$ cat config.mk
export PLATFORM = sky130hd
export DESIGN_NAME = word_alu_sixteen_bit_unit
export DESIGN_NICKNAME = d
export VERILOG_FILES = /design/src/sv/wa16_pkg.sv /design/src/sv/wa16_logic_unit.sv /design/src/sv/wa16_iter_unit.sv /design/src/sv/word_alu_sixteen_bit_unit.sv
export SDC_FILE = /design/constraint.sdc
export NUM_CORES = 1
export LEC_CHECK = 0
export ABC_AREA = 0
export BUFFER_PORTS_ARGS = -buffer_cell sky130_fd_sc_hd__clkbuf_2
export CAP_MARGIN = 20
export CORE_MARGIN = 1
export CORE_UTILIZATION = 60
export CTS_BUF_LIST = sky130_fd_sc_hd__clkbuf_4 sky130_fd_sc_hd__clkbuf_8 sky130_fd_sc_hd__clkbuf_16
export DETAILED_ROUTE_END_ITERATION = 12
export PLACE_DENSITY = 0.78
export SYNTH_ARGS = -nofsm -noshare
export SYNTH_HDL_FRONTEND = slang
export SYNTH_HIERARCHICAL = 1
export SYNTH_SLANG_ARGS = --single-unit
export TNS_END_PERCENT = 50
$ cat constraint.sdc
create_clock -name aclk -period 9.1 [get_ports aclk]
set_input_delay 1.82 -clock aclk [delete_from_list [all_inputs] [get_ports aclk]]
set_output_delay 1.82 -clock aclk [all_outputs]
set_load 0.01 [all_outputs]
$ cat src/sv/wa16_pkg.sv
// Package with opcodes, unit command types and decode helpers for the 16-bit word ALU.
`timescale 1ns / 1ps
`default_nettype none

package wa16_pkg;

    localparam int unsigned DataWidth = 16;
    localparam int unsigned CountWidth = 4;

    // Opcode words.
    localparam logic [15:0] OP_ADD  = 16'he802;
    localparam logic [15:0] OP_SUB  = 16'he803;
    localparam logic [15:0] OP_MUL  = 16'he804;
    localparam logic [15:0] OP_DIV  = 16'he805;
    localparam logic [15:0] OP_EQ   = 16'he806;
    localparam logic [15:0] OP_NE   = 16'he807;
    localparam logic [15:0] OP_LT   = 16'he808;
    localparam logic [15:0] OP_GT   = 16'he809;
    localparam logic [15:0] OP_LE   = 16'he8a8;
    localparam logic [15:0] OP_GE   = 16'he8a9;
    localparam logic [15:0] OP_LAND = 16'he8aa;
    localparam logic [15:0] OP_LOR  = 16'he8bb;
    localparam logic [15:0] OP_BAND = 16'he80a;
    localparam logic [15:0] OP_BOR  = 16'he80b;
    localparam logic [15:0] OP_SHR  = 16'he80c;
    localparam logic [15:0] OP_SHL  = 16'he80d;
    localparam logic [15:0] OP_MOD  = 16'he80e;
    localparam logic [15:0] OP_POW  = 16'h0fe8;

    // Operation run by the shared multi-cycle unit.
    typedef enum logic [1:0] {
        KIND_MUL = 2'b00,
        KIND_DIV = 2'b01,
        KIND_MOD = 2'b10,
        KIND_POW = 2'b11
    } unit_kind_t;

    // Command from the sequencer to the shared unit.
    typedef struct packed {
        logic                 start;
        unit_kind_t           kind;
        logic [DataWidth-1:0] a;
        logic [DataWidth-1:0] b;
    } unit_cmd_t;

    // Status from the shared unit back to the sequencer.
    typedef struct packed {
        logic                 done;
        logic [DataWidth-1:0] result;
    } unit_status_t;

    // True for opcodes that need the multi-cycle unit.
    function automatic logic op_is_iter(input logic [15:0] op);
        return (op == OP_MUL) || (op == OP_DIV) || (op == OP_MOD) || (op == OP_POW);
    endfunction

    // Maps a multi-cycle opcode onto the unit's operation kind.
    function automatic unit_kind_t op_kind(input logic [15:0] op);
        unit_kind_t kind;
        case (op)
            OP_DIV:  kind = KIND_DIV;
            OP_MOD:  kind = KIND_MOD;
            OP_POW:  kind = KIND_POW;
            default: kind = KIND_MUL;
        endcase
        return kind;
    endfunction

endpackage

`default_nettype wire

$ cat src/sv/wa16_logic_unit.sv
// Single-cycle add, subtract, compare, logic and shift operations.
`timescale 1ns / 1ps
`default_nettype none

module wa16_logic_unit (
    input  wire logic [15:0]                  operation,
    input  wire logic [wa16_pkg::DataWidth-1:0] operand_a,
    input  wire logic [wa16_pkg::DataWidth-1:0] operand_b,
    output logic      [wa16_pkg::DataWidth-1:0] result
);
    import wa16_pkg::*;

    logic big_shift;
    logic a_nz;
    logic b_nz;

    assign big_shift = (operand_b >= 16'(DataWidth));
    assign a_nz      = (operand_a != '0);
    assign b_nz      = (operand_b != '0);

    // Opcode select; unknown and multi-cycle opcodes give zero here.
    always_comb begin
        case (operation)
            OP_ADD:  result = operand_a + operand_b;
            OP_SUB:  result = operand_a - operand_b;
            OP_EQ:   result = DataWidth'(operand_a == operand_b);
            OP_NE:   result = DataWidth'(operand_a != operand_b);
            OP_LT:   result = DataWidth'(operand_a < operand_b);
            OP_GT:   result = DataWidth'(operand_a > operand_b);
            OP_LE:   result = DataWidth'(operand_a <= operand_b);
            OP_GE:   result = DataWidth'(operand_a >= operand_b);
            OP_LAND: result = DataWidth'(a_nz && b_nz);
            OP_LOR:  result = DataWidth'(a_nz || b_nz);
            OP_BAND: result = operand_a & operand_b;
            OP_BOR:  result = operand_a | operand_b;
            OP_SHR:  result = big_shift ? '0 : (operand_a >> operand_b[3:0]);
            OP_SHL:  result = big_shift ? '0 : (operand_a << operand_b[3:0]);
            default: result = '0;
        endcase
    end

endmodule

`default_nettype wire

$ cat src/sv/wa16_iter_unit.sv
// Shared multi-cycle unit: multiply, restoring divide and square-and-multiply power.
`timescale 1ns / 1ps
`default_nettype none

module wa16_iter_unit (
    input  wire logic                   aclk,
    input  wire logic                   aresetn,
    input  wire wa16_pkg::unit_cmd_t    cmd,
    output wa16_pkg::unit_status_t      status
);
    import wa16_pkg::*;

    logic                  busy_reg,  busy_next;
    logic                  done_reg,  done_next;
    unit_kind_t            kind_reg,  kind_next;
    logic [CountWidth-1:0] cnt_reg,   cnt_next;
    logic [DataWidth-1:0]  x_reg,     x_next;
    logic [DataWidth-1:0]  y_reg,     y_next;
    logic [DataWidth-1:0]  b_reg,     b_next;

    logic [DataWidth-1:0]   mul_rhs;
    logic [DataWidth-1:0]   prod_acc;
    logic [DataWidth-1:0]   prod_sq;
    logic [DataWidth:0]     trial;
    logic [DataWidth-1:0]   trial_diff;
    logic                   q_bit;
    logic                   b_zero;

    // Main multiplier serves plain multiply and the power accumulator.
    // Only the low half of each product is kept, since every result wraps at 16 bits.
    assign mul_rhs  = (kind_reg == KIND_MUL) ? b_reg : y_reg;
    assign prod_acc = x_reg * mul_rhs;
    assign prod_sq  = y_reg * y_reg;

    // One restoring division step: shift in the next dividend bit and try a subtract.
    // When the subtract succeeds the difference is below the divisor, so 16 bits hold it.
    assign trial      = {y_reg, x_reg[DataWidth-1]};
    assign trial_diff = trial[DataWidth-1:0] - b_reg;
    assign q_bit      = (trial >= {1'b0, b_reg});
    assign b_zero     = (b_reg == '0);

    // Step sequencing.
    always_comb begin
        busy_next = busy_reg;
        done_next = done_reg;
        kind_next = kind_reg;
        cnt_next  = cnt_reg;
        x_next    = x_reg;
        y_next    = y_reg;
        b_next    = b_reg;
        if (cmd.start) begin
            busy_next = 1'b1;
            done_next = 1'b0;
            kind_next = cmd.kind;
            cnt_next  = '0;
            b_next    = cmd.b;
            if (cmd.kind == KIND_POW) begin
                x_next = DataWidth'(1);
                y_next = cmd.a;
            end else begin
                x_next = cmd.a;
                y_next = '0;
            end
        end else if (busy_reg) begin
            case (kind_reg)
                KIND_MUL: begin
                    x_next    = prod_acc;
                    busy_next = 1'b0;
                    done_next = 1'b1;
                end
                KIND_DIV, KIND_MOD: begin
                    y_next   = q_bit ? trial_diff : trial[DataWidth-1:0];
                    x_next   = {x_reg[DataWidth-2:0], q_bit};
                    cnt_next = cnt_reg + CountWidth'(1);
                    if (cnt_reg == CountWidth'(DataWidth - 1)) begin
                        busy_next = 1'b0;
                        done_next = 1'b1;
                    end
                end
                default: begin
                    // Power: stop once every exponent bit has been used.
                    if (b_reg == '0) begin
                        busy_next = 1'b0;
                        done_next = 1'b1;
                    end else begin
                        if (b_reg[0]) begin
                            x_next = prod_acc;
                        end
                        y_next = prod_sq;
                        b_next = b_reg >> 1;
                    end
                end
            endcase
        end
    end

    always_ff @(posedge aclk) begin
        if (!aresetn) begin
            busy_reg <= 1'b0;
            done_reg <= 1'b0;
        end else begin
            busy_reg <= busy_next;
            done_reg <= done_next;
        end
        kind_reg <= kind_next;
        cnt_reg  <= cnt_next;
        x_reg    <= x_next;
        y_reg    <= y_next;
        b_reg    <= b_next;
    end

    // Result select; a zero divisor gives zero for divide and modulo.
    always_comb begin
        status.done = done_reg;
        case (kind_reg)
            KIND_DIV: status.result = b_zero ? '0 : x_reg;
            KIND_MOD: status.result = b_zero ? '0 : y_reg;
            default:  status.result = x_reg;
        endcase
    end

endmodule

`default_nettype wire

$ cat src/sv/word_alu_sixteen_bit_unit.sv
// Top level of the 16-bit word ALU: handshake, sequencer and output register.
//
//   Channel | Direction | Handshake           | Payload
//   s_      | in        | s_valid / s_ready   | s_operation, s_operand_a, s_operand_b
//   m_      | out       | m_valid / m_ready   | m_result
//
// Single-cycle opcodes register their operands first, then their result goes to the output register.
// Multiply is a single unit step; divide and modulo run the one-bit-per-cycle divider.
// Power runs one square-and-multiply step per bit of the exponent's bit length.
// Reset is synchronous and active low; it empties the output register and idles the sequencer.
// A new transaction is taken as soon as the previous result has moved to the output register,
// so a stalled m_ready blocks input only while a second result is also finished.
`timescale 1ns / 1ps
`default_nettype none

module word_alu_sixteen_bit_unit (
    input  wire logic                           aclk,
    input  wire logic                           aresetn,
    input  wire logic                           s_valid,
    output logic                                s_ready,
    input  wire logic [15:0]                    s_operation,
    input  wire logic [wa16_pkg::DataWidth-1:0] s_operand_a,
    input  wire logic [wa16_pkg::DataWidth-1:0] s_operand_b,
    output logic                                m_valid,
    input  wire logic                           m_ready,
    output logic      [wa16_pkg::DataWidth-1:0] m_result
);
    import wa16_pkg::*;

    typedef enum logic [1:0] {
        ST_IDLE = 2'b01,
        ST_RUN  = 2'b10
    } state_t;

    state_t               state_reg, state_next;
    logic [15:0]          op_reg;
    logic [DataWidth-1:0] a_reg;
    logic [DataWidth-1:0] b_reg;
    logic                 iter_reg;
    logic                 m_valid_reg;
    logic [DataWidth-1:0] m_result_reg;

    logic                 accept;
    logic                 slot_free;
    logic                 finish;
    logic [DataWidth-1:0] quick_result;
    logic [DataWidth-1:0] final_result;
    unit_cmd_t            cmd;
    unit_status_t         status;

    assign s_ready   = (state_reg == ST_IDLE);
    assign accept    = s_valid && s_ready;
    assign slot_free = !m_valid_reg || m_ready;

    // Multi-cycle operations start straight from the input transaction.
    assign cmd.start = accept && op_is_iter(s_operation);
    assign cmd.kind  = op_kind(s_operation);
    assign cmd.a     = s_operand_a;
    assign cmd.b     = s_operand_b;

    wa16_iter_unit u_iter (
        .aclk    (aclk),
        .aresetn (aresetn),
        .cmd     (cmd),
        .status  (status)
    );

    wa16_logic_unit u_logic (
        .operation (op_reg),
        .operand_a (a_reg),
        .operand_b (b_reg),
        .result    (quick_result)
    );

    assign final_result = iter_reg ? status.result : quick_result;
    assign finish       = (state_reg == ST_RUN) && (!iter_reg || status.done) && slot_free;

    // Sequencer.
    always_comb begin
        state_next = state_reg;
        case (state_reg)
            ST_IDLE: if (accept) state_next = ST_RUN;
            ST_RUN:  if (finish) state_next = ST_IDLE;
            default: state_next = ST_IDLE;
        endcase
    end

    always_ff @(posedge aclk) begin
        if (!aresetn) begin
            state_reg   <= ST_IDLE;
            m_valid_reg <= 1'b0;
        end else begin
            state_reg <= state_next;
            if (finish) begin
                m_valid_reg <= 1'b1;
            end else if (m_ready) begin
                m_valid_reg <= 1'b0;
            end
        end
        if (accept) begin
            op_reg   <= s_operation;
            a_reg    <= s_operand_a;
            b_reg    <= s_operand_b;
            iter_reg <= op_is_iter(s_operation);
        end
        if (finish) begin
            m_result_reg <= final_result;
        end
    end

    assign m_valid  = m_valid_reg;
    assign m_result = m_result_reg;

endmodule

`default_nettype wire

==> impl_metrics.tcl, run 1 <==
set metrics [dict create \
    hpwl_um 40240 \
    min_path_type "reg2reg" \
    maxCapViolations 0 \
    fmax_mhz 142.1 \
    portBuffers 69 \
    maxSlewHeadroom 0.3424 \
    grt_pass1_vias 14910 \
    met3WireLength_um 4879 \
    crit_buf_inv 4 \
    ctsResizeCount 0 \
    wirelength_met1_um 19930 \
    worstSetupEndpointType "flop" \
    start_util 0.6112 \
    ir_worst_vdd_v 0.0001242 \
    place_congestion 1.052 \
    critPathMostFrequentCell "fa_1" \
    wire_per_inst_um 22.52 \
    synth_area_um2 17590 \
    finalCriticalPeriod_ps 7038 \
    clk_latency_ps 440 \
    intPower_mw 1.212 \
    coreArea_um2 28780 \
    final_cell_count_no_fill 2332 \
    die_h_um 173.2 \
    switching_share 0.2732 \
    ys_seq_elements 124 \
    drc_errors 0 \
    ys.flop_type "edfxtp_1" \
    die_x_um 173.2 \
    dr_total_vias 14860 \
    worst_slack_ps 2062 \
    cp_max_fo 15 \
    synth-seq-area-share 0.2066 \
    worst_pin_slew_ps 984.4 \
    outcome "finished clean" \
    powerDensity_nw_per_um2 89.02 \
    route.top_layer_used "met4" \
    synth.avg_cell_area_um2 9.171 \
    htree_levels 4 \
    grt_max_degree 68 \
    ys_warn_count 6 \
    setup_viol 0 \
    r2r_cells 21 \
    synth_nets 2290 \
    worstReg2RegStart "u_iter/kind_reg[0]" \
    routed_wl_um 52520 \
    grt_usage 0.3571 \
    hold_viol_final 0 \
    critical_path_arrival_ps 7210 \
    synthArstFlopShare 0 \
    area_growth_pct 6.508 \
    cp_top_family "adder cells" \
    clock-sinks 124 \
    cp.required_ps 9270 \
    fin_crit_sh 0.7734 \
    hold_end "u_iter/cnt_reg[1]" \
    clock_path_buffers 2 \
    rows 62 \
    final.setup.tns_ps 0 \
    hold_depth 2 \
    startpoint_type "flop" \
    antenna_found_initial 1 \
    n_antenna_cell 0 \
    rsz0062_at_grt "no" \
    clkTransAtPathRegs_ps 50 \
    finalClockSkew_ps 13.33 \
    first_pass_iters 8 \
    ant_nets 0 \
    crit_chain "inv_1, ha_1, mux2_2, and2_1, fa_1, inv_1, fa_1, inv_1, fa_1, fa_1, inv_1, fa_1, fa_1, xor2_1, xnor2_1, xnor2_1, xnor2_1, xnor3_1, xnor2_1, xnor2_1, o21ai_1" \
    place_ws_ps 1828 \
    regToRegSetupSlack_ps 2060 \
    p_clk_frac 0.431 \
    postCtsHoldBufs 0 \
    cts_tree "done" \
    wl_met2_um 24620 \
    synth-edff-count 115 \
    maxSlewViolCount 0 \
    combPwrFrac 0.168 \
    syn_inst 1918 \
    num_io_pins 70 \
    postCtsSetupBuffers 0 \
    p_sw_mw 0.4557 \
    p_leak_nw 8.459 \
    cp.depth 21 \
    dieArea_um2 30010 \
    drt-vias-per-instance 6.374 \
    path_class "reg2reg" \
    r2r-end "u_iter/x_reg[15]" \
    drive_gt1_frac 0.1155 \
    cpMaxStageDelayCell "mux2_2" \
    grt_pass1_wl_um 82040 \
    place_inst 2299 \
    overflow 0 \
    cts_made_buffers 17 \
    nNetsFinal 2307 \
    cts-root-buf "clkbuf_16" \
    drtIter0Drc 1669 \
    seq_power_share 0.400 \
    min-delay-start "u_iter/cnt_reg[1]" \
    slowest_delay_ps 560 \
    ys_types 102 \
]
## worst reg2reg max path, delay by kind of cell (launching register included)
family,cells,cell delay (ps)
AND/OR/NAND/NOR,1,240
multiplexers,1,560
buffers and inverters,4,320
AO/OA/AOI/OAI,1,80
XOR/XNOR,7,1580
flip-flops,1,410
adder cells (fa/ha/maj),7,3600
## final cells by class
cell class | instances | area (µm²)
multi-input combinational | 1397 | 12350
fill | 2367 | 10040
sequential | 124 | 3633
inverter | 303 | 1140
timing repair buffer | 92 | 518.0
clock buffer | 25 | 498.0
tap | 384 | 480.5
clock inverter | 7 | 117.6
## kinds of logic (layout without fill, tap and decap cells)
kind of cell,after synthesis,after routing,share of synthesized area
multiplexers,92,92,0.06466
flip-flops,124,124,0.2066
AO/OA/AOI/OAI,374,374,0.1475
XOR/XNOR,87,87,0.04488
buffers and inverters,397,427,0.09197
adder cells (fa/ha/maj),320,320,0.2925
AND/OR/NAND/NOR,524,524,0.1520
## Yosys cell counts, drive strengths merged (6+ instances only)
cell type,number,area (µm²)
ha,168,2102
inv,303,1140
mux2,40,454.2
and2,89,556.8
edfxtp,115,3453
fa,152,3043
and3,10,65.06
mux4,13,292.8
buf,36,240.2
nand3,25,125.1
dfxtp,9,180.2
a32oi,6,52.55
xnor2,64,560.5
a22oi,17,132.6
or2,13,81.33
o21a,8,60.06
a21o,21,161.4
nand2b,15,101.3
a221oi,8,106.4
nor3,22,110.1
nor2,90,342.8
o211ai,9,67.56
nand2,172,645.6
mux2i,39,390.4
clkbuf,58,237.7
nor4,16,106.4
nand4,13,81.33
a211oi,21,172.7
a22o,17,148.9
o221ai,7,61.31
xor2,21,183.9
o21ai,100,519.3
a31oi,12,75.07
nor2b,28,182.7
a21oi,82,410.4
o31ai,11,82.58
## worst max path at each step
stage	from	end	slack (ps)
after floorplan	u_iter/kind_reg[0]	u_iter/x_reg[15]	2720
after global placement	u_iter/kind_reg[0]	u_iter/x_reg[15]	2150
after detailed placement	u_iter/kind_reg[0]	u_iter/x_reg[15]	1830
after CTS	u_iter/kind_reg[0]	u_iter/x_reg[15]	1830
after global routing	u_iter/kind_reg[0]	u_iter/x_reg[15]	1810
final	u_iter/kind_reg[0]	u_iter/x_reg[15]	2060
## power groups by stage
stage / sequential [mW] / combinational, mW / clock [mW]
after CTS: 0.667 / 0.272 / 0.722
after global routing: 0.670 / 0.300 / 0.747
after global placement: 0.678 / 0.268 / 0
after detailed placement: 0.679 / 0.270 / 0
after floorplan: 0.667 / 0.202 / 0
final: 0.668 / 0.281 / 0.719
## metrics by stage
step	power (mW)	utilization	cell area, µm²	hold slack [ps]
finish	1.668	0.6510	18740	478.2
floorplan	0.8682	-	17590	453.6
global placement	0.9452	0.6293	18110	467.7
detailed placement	0.9488	0.6293	18110	471.5
CTS	1.661	0.6507	18730	478.2
global route	1.716	0.6510	18740	517.6
## per-layer routing
metal  vias up  global-route usage
li1       6551                   -
met1      7245              0.4383
met2       862              0.5897
met3       206             0.06820
met4         0              0.2076
met5         -                   0
## placed cells by master (no fill, tap or decap), drive strengths merged, types with 64 or more instances in the layout
cell type  instances
a21oi             82
and2              89
clkbuf            94
edfxtp           115
fa               152
ha               168
inv              303
nand2            172
nor2              90
o21ai            100
xnor2             64
Power figures use the tool's default switching activity.
==> inputs of run 2 (changes only) <==
CORE_UTILIZATION = 59   (was 60)
PLACE_DENSITY = 0.8   (was 0.78)
clock period = 6 ns   (was 9.1 ns; I/O delays follow)
==> run 2 against run 1 <==
Against the previous run:
- the flow now finishes with violations (negative setup slack)
- clock power increased by 35%
- hold slack improved by 7.5 ps
- total power increased by 45%
- critical path type unchanged
- critical endpoint unchanged
- largest cell class unchanged
==> impl_metrics.tcl, run 2 (synthesized netlist as in run 1, its figures left out) <==
set metrics [dict create \
    outcome "finished with violations" \
    violations "negative setup slack" \
    ir_worst_vdd_v 0.0002527 \
    final_cell_count_no_fill 2418 \
    finalCriticalPeriod_ps 6194 \
    dieArea_um2 30510 \
    antenna_found_initial 1 \
    wire_per_inst_um 23.28 \
    worst_pin_slew_ps 1131 \
    powerDensity_nw_per_um2 123.1 \
    setup_viol 5 \
    place_inst 2355 \
    area_growth_pct 11.82 \
    final.setup.tns_ps -440.6 \
    finalClockSkew_ps 17.30 \
    worstSetupEndpointType "flop" \
    critPathMostFrequentCell "fa_1" \
    rsz0062_at_grt "yes" \
    coreArea_um2 29010 \
    clock_path_buffers 2 \
    hold_end "u_iter/cnt_reg[1]" \
    fmax_mhz 161.5 \
    drtIter0Drc 2143 \
    drt-vias-per-instance 6.413 \
    rows 62 \
    dr_total_vias 15510 \
    overflow 0 \
    cts_made_buffers 17 \
    min_path_type "reg2reg" \
    place_ws_ps -192.6 \
    grt_pass1_wl_um 85060 \
    worst_slack_ps -193.6 \
    power_mw 2.421 \
    fin_crit_sh 1.032 \
    utilization 0.6780 \
    cpMaxStageDelayCell "fa_1" \
    grt_usage 0.3637 \
    startpoint_type "flop" \
    regToRegSetupSlack_ps -190 \
    slowest_delay_ps 530 \
    r2r_cells 28 \
    setup.worst_path.start "u_iter/kind_reg[1]" \
    layout_common_cells "290 x inv_1, 169 x nand2_1, 153 x ha_1" \
    final_common_cell "inv_1" \
    grt_pass1_vias 15560 \
    ant_nets 0 \
    fill_cells 2188 \
    maxCapViolations 0 \
    multi_input_area_um2 12650 \
    clk_latency_ps 430 \
    routed_wl_um 56300 \
    worstReg2RegStart "u_iter/kind_reg[1]" \
    grt_max_degree 52 \
    p_leak_nw 8.907 \
    hold_depth 2 \
    die_h_um 174.7 \
    timing.hold.ws_ps 485.7 \
    htree_levels 4 \
    maxSlewHeadroom 0.2441 \
    place_congestion 1.038 \
    portBuffers 69 \
    die_x_um 174.7 \
    dpl_cell_area_um2 18580 \
    first_pass_iters 6 \
    clkTransAtPathRegs_ps 60 \
    min-delay-start "u_iter/cnt_reg[1]" \
    cts_tree "done" \
    cp_max_fo 6 \
    maxSlewViolCount 0 \
    cp.required_ps 6170 \
    nNetsFinal 2392 \
    seq_area_um2 3633 \
    hold_viol_final 0 \
    start_util 0.6063 \
    num_io_pins 70 \
    drive_gt1_frac 0.1790 \
    postCtsHoldBufs 0 \
    cts-root-buf "clkbuf_16" \
    fin_area_um2 19670 \
    drc_errors 0 \
    clock-sinks 124 \
    r2r-end "u_iter/x_reg[15]" \
    path_class "reg2reg" \
    critical_path_arrival_ps 6360 \
    hpwl_um 42050 \
]
-- run 2: changes by cell type in the layout (fill, tap and decap cells not counted), moves of 6 or more --
cell,previous run,this run
and2_1,88,81
and2_4,0,7
buf_4,23,97
buf_6,0,9
clkbuf_4,6,0
ha_1,168,153
ha_2,0,6
ha_4,0,9
inv_1,301,290
inv_2,1,12
mux2_2,38,29
mux2_4,1,10
-- run 2: area by class of cell --
cell class                      count  share of cell area
Multi-Input combinational cell   1397              0.6432
Sequential cell                   124              0.1847
Timing Repair Buffer              177             0.06151
Inverter                          303             0.05795
Tap cell                          384             0.02443
Clock buffer                       17             0.02163
Clock inverter                     15            0.006425
Antenna cell                        1           0.0001272
-- run 2: power by group --
| part | internal [mW] | switching [mW] |
|---|---|---|
| sequential | 0.971 | 0.0494 |
| clock | 0.566 | 0.407 |
| combinational | 0.164 | 0.263 |
-- run 2: how the worst max path moves through the flow --
stage,cells after the start,endpoint,slack (ps)
3_5_place_dp,21,u_iter/x_reg[15],-190
5_1_grt,28,u_iter/x_reg[15],-350
6_report,28,u_iter/x_reg[15],-190
3_3_place_gp,22,u_iter/x_reg[15],-60
4_1_cts,21,u_iter/x_reg[15],-4
2_1_floorplan,23,u_iter/x_reg[15],20
-- run 2: metal layers --
| metal | global-route usage | part of all wire |
|---|---|---|
| met3 | 0.08050 | 0.11 |
| met1 | 0.4474 | 0.36 |
| met4 | 0.2337 | 0.075 |
| met5 | 0 | 0 |
| met2 | 0.5787 | 0.45 |
-- run 2: what timing repair did --
item,4_1_cts,5_1_grt
buffers inserted,7,24
setup endpoints to repair,4,10
pin swaps,15,58
endpoints found under the hold margin,0,0
gates cloned,0,0
gates resized for setup,15,67
-- run 2: worst max-delay path, delay by kind of cell, from the launching register on --
| family | cells | cell delay (ps) |
|---|---|---|
| AO/OA/AOI/OAI | 5 | 700 |
| XOR/XNOR | 1 | 160 |
| adder cells (fa/ha/maj) | 8 | 3080 |
| buffers and inverters | 10 | 1090 |
| flip-flops | 1 | 430 |
| multiplexers | 1 | 230 |
| AND/OR/NAND/NOR | 3 | 240 |
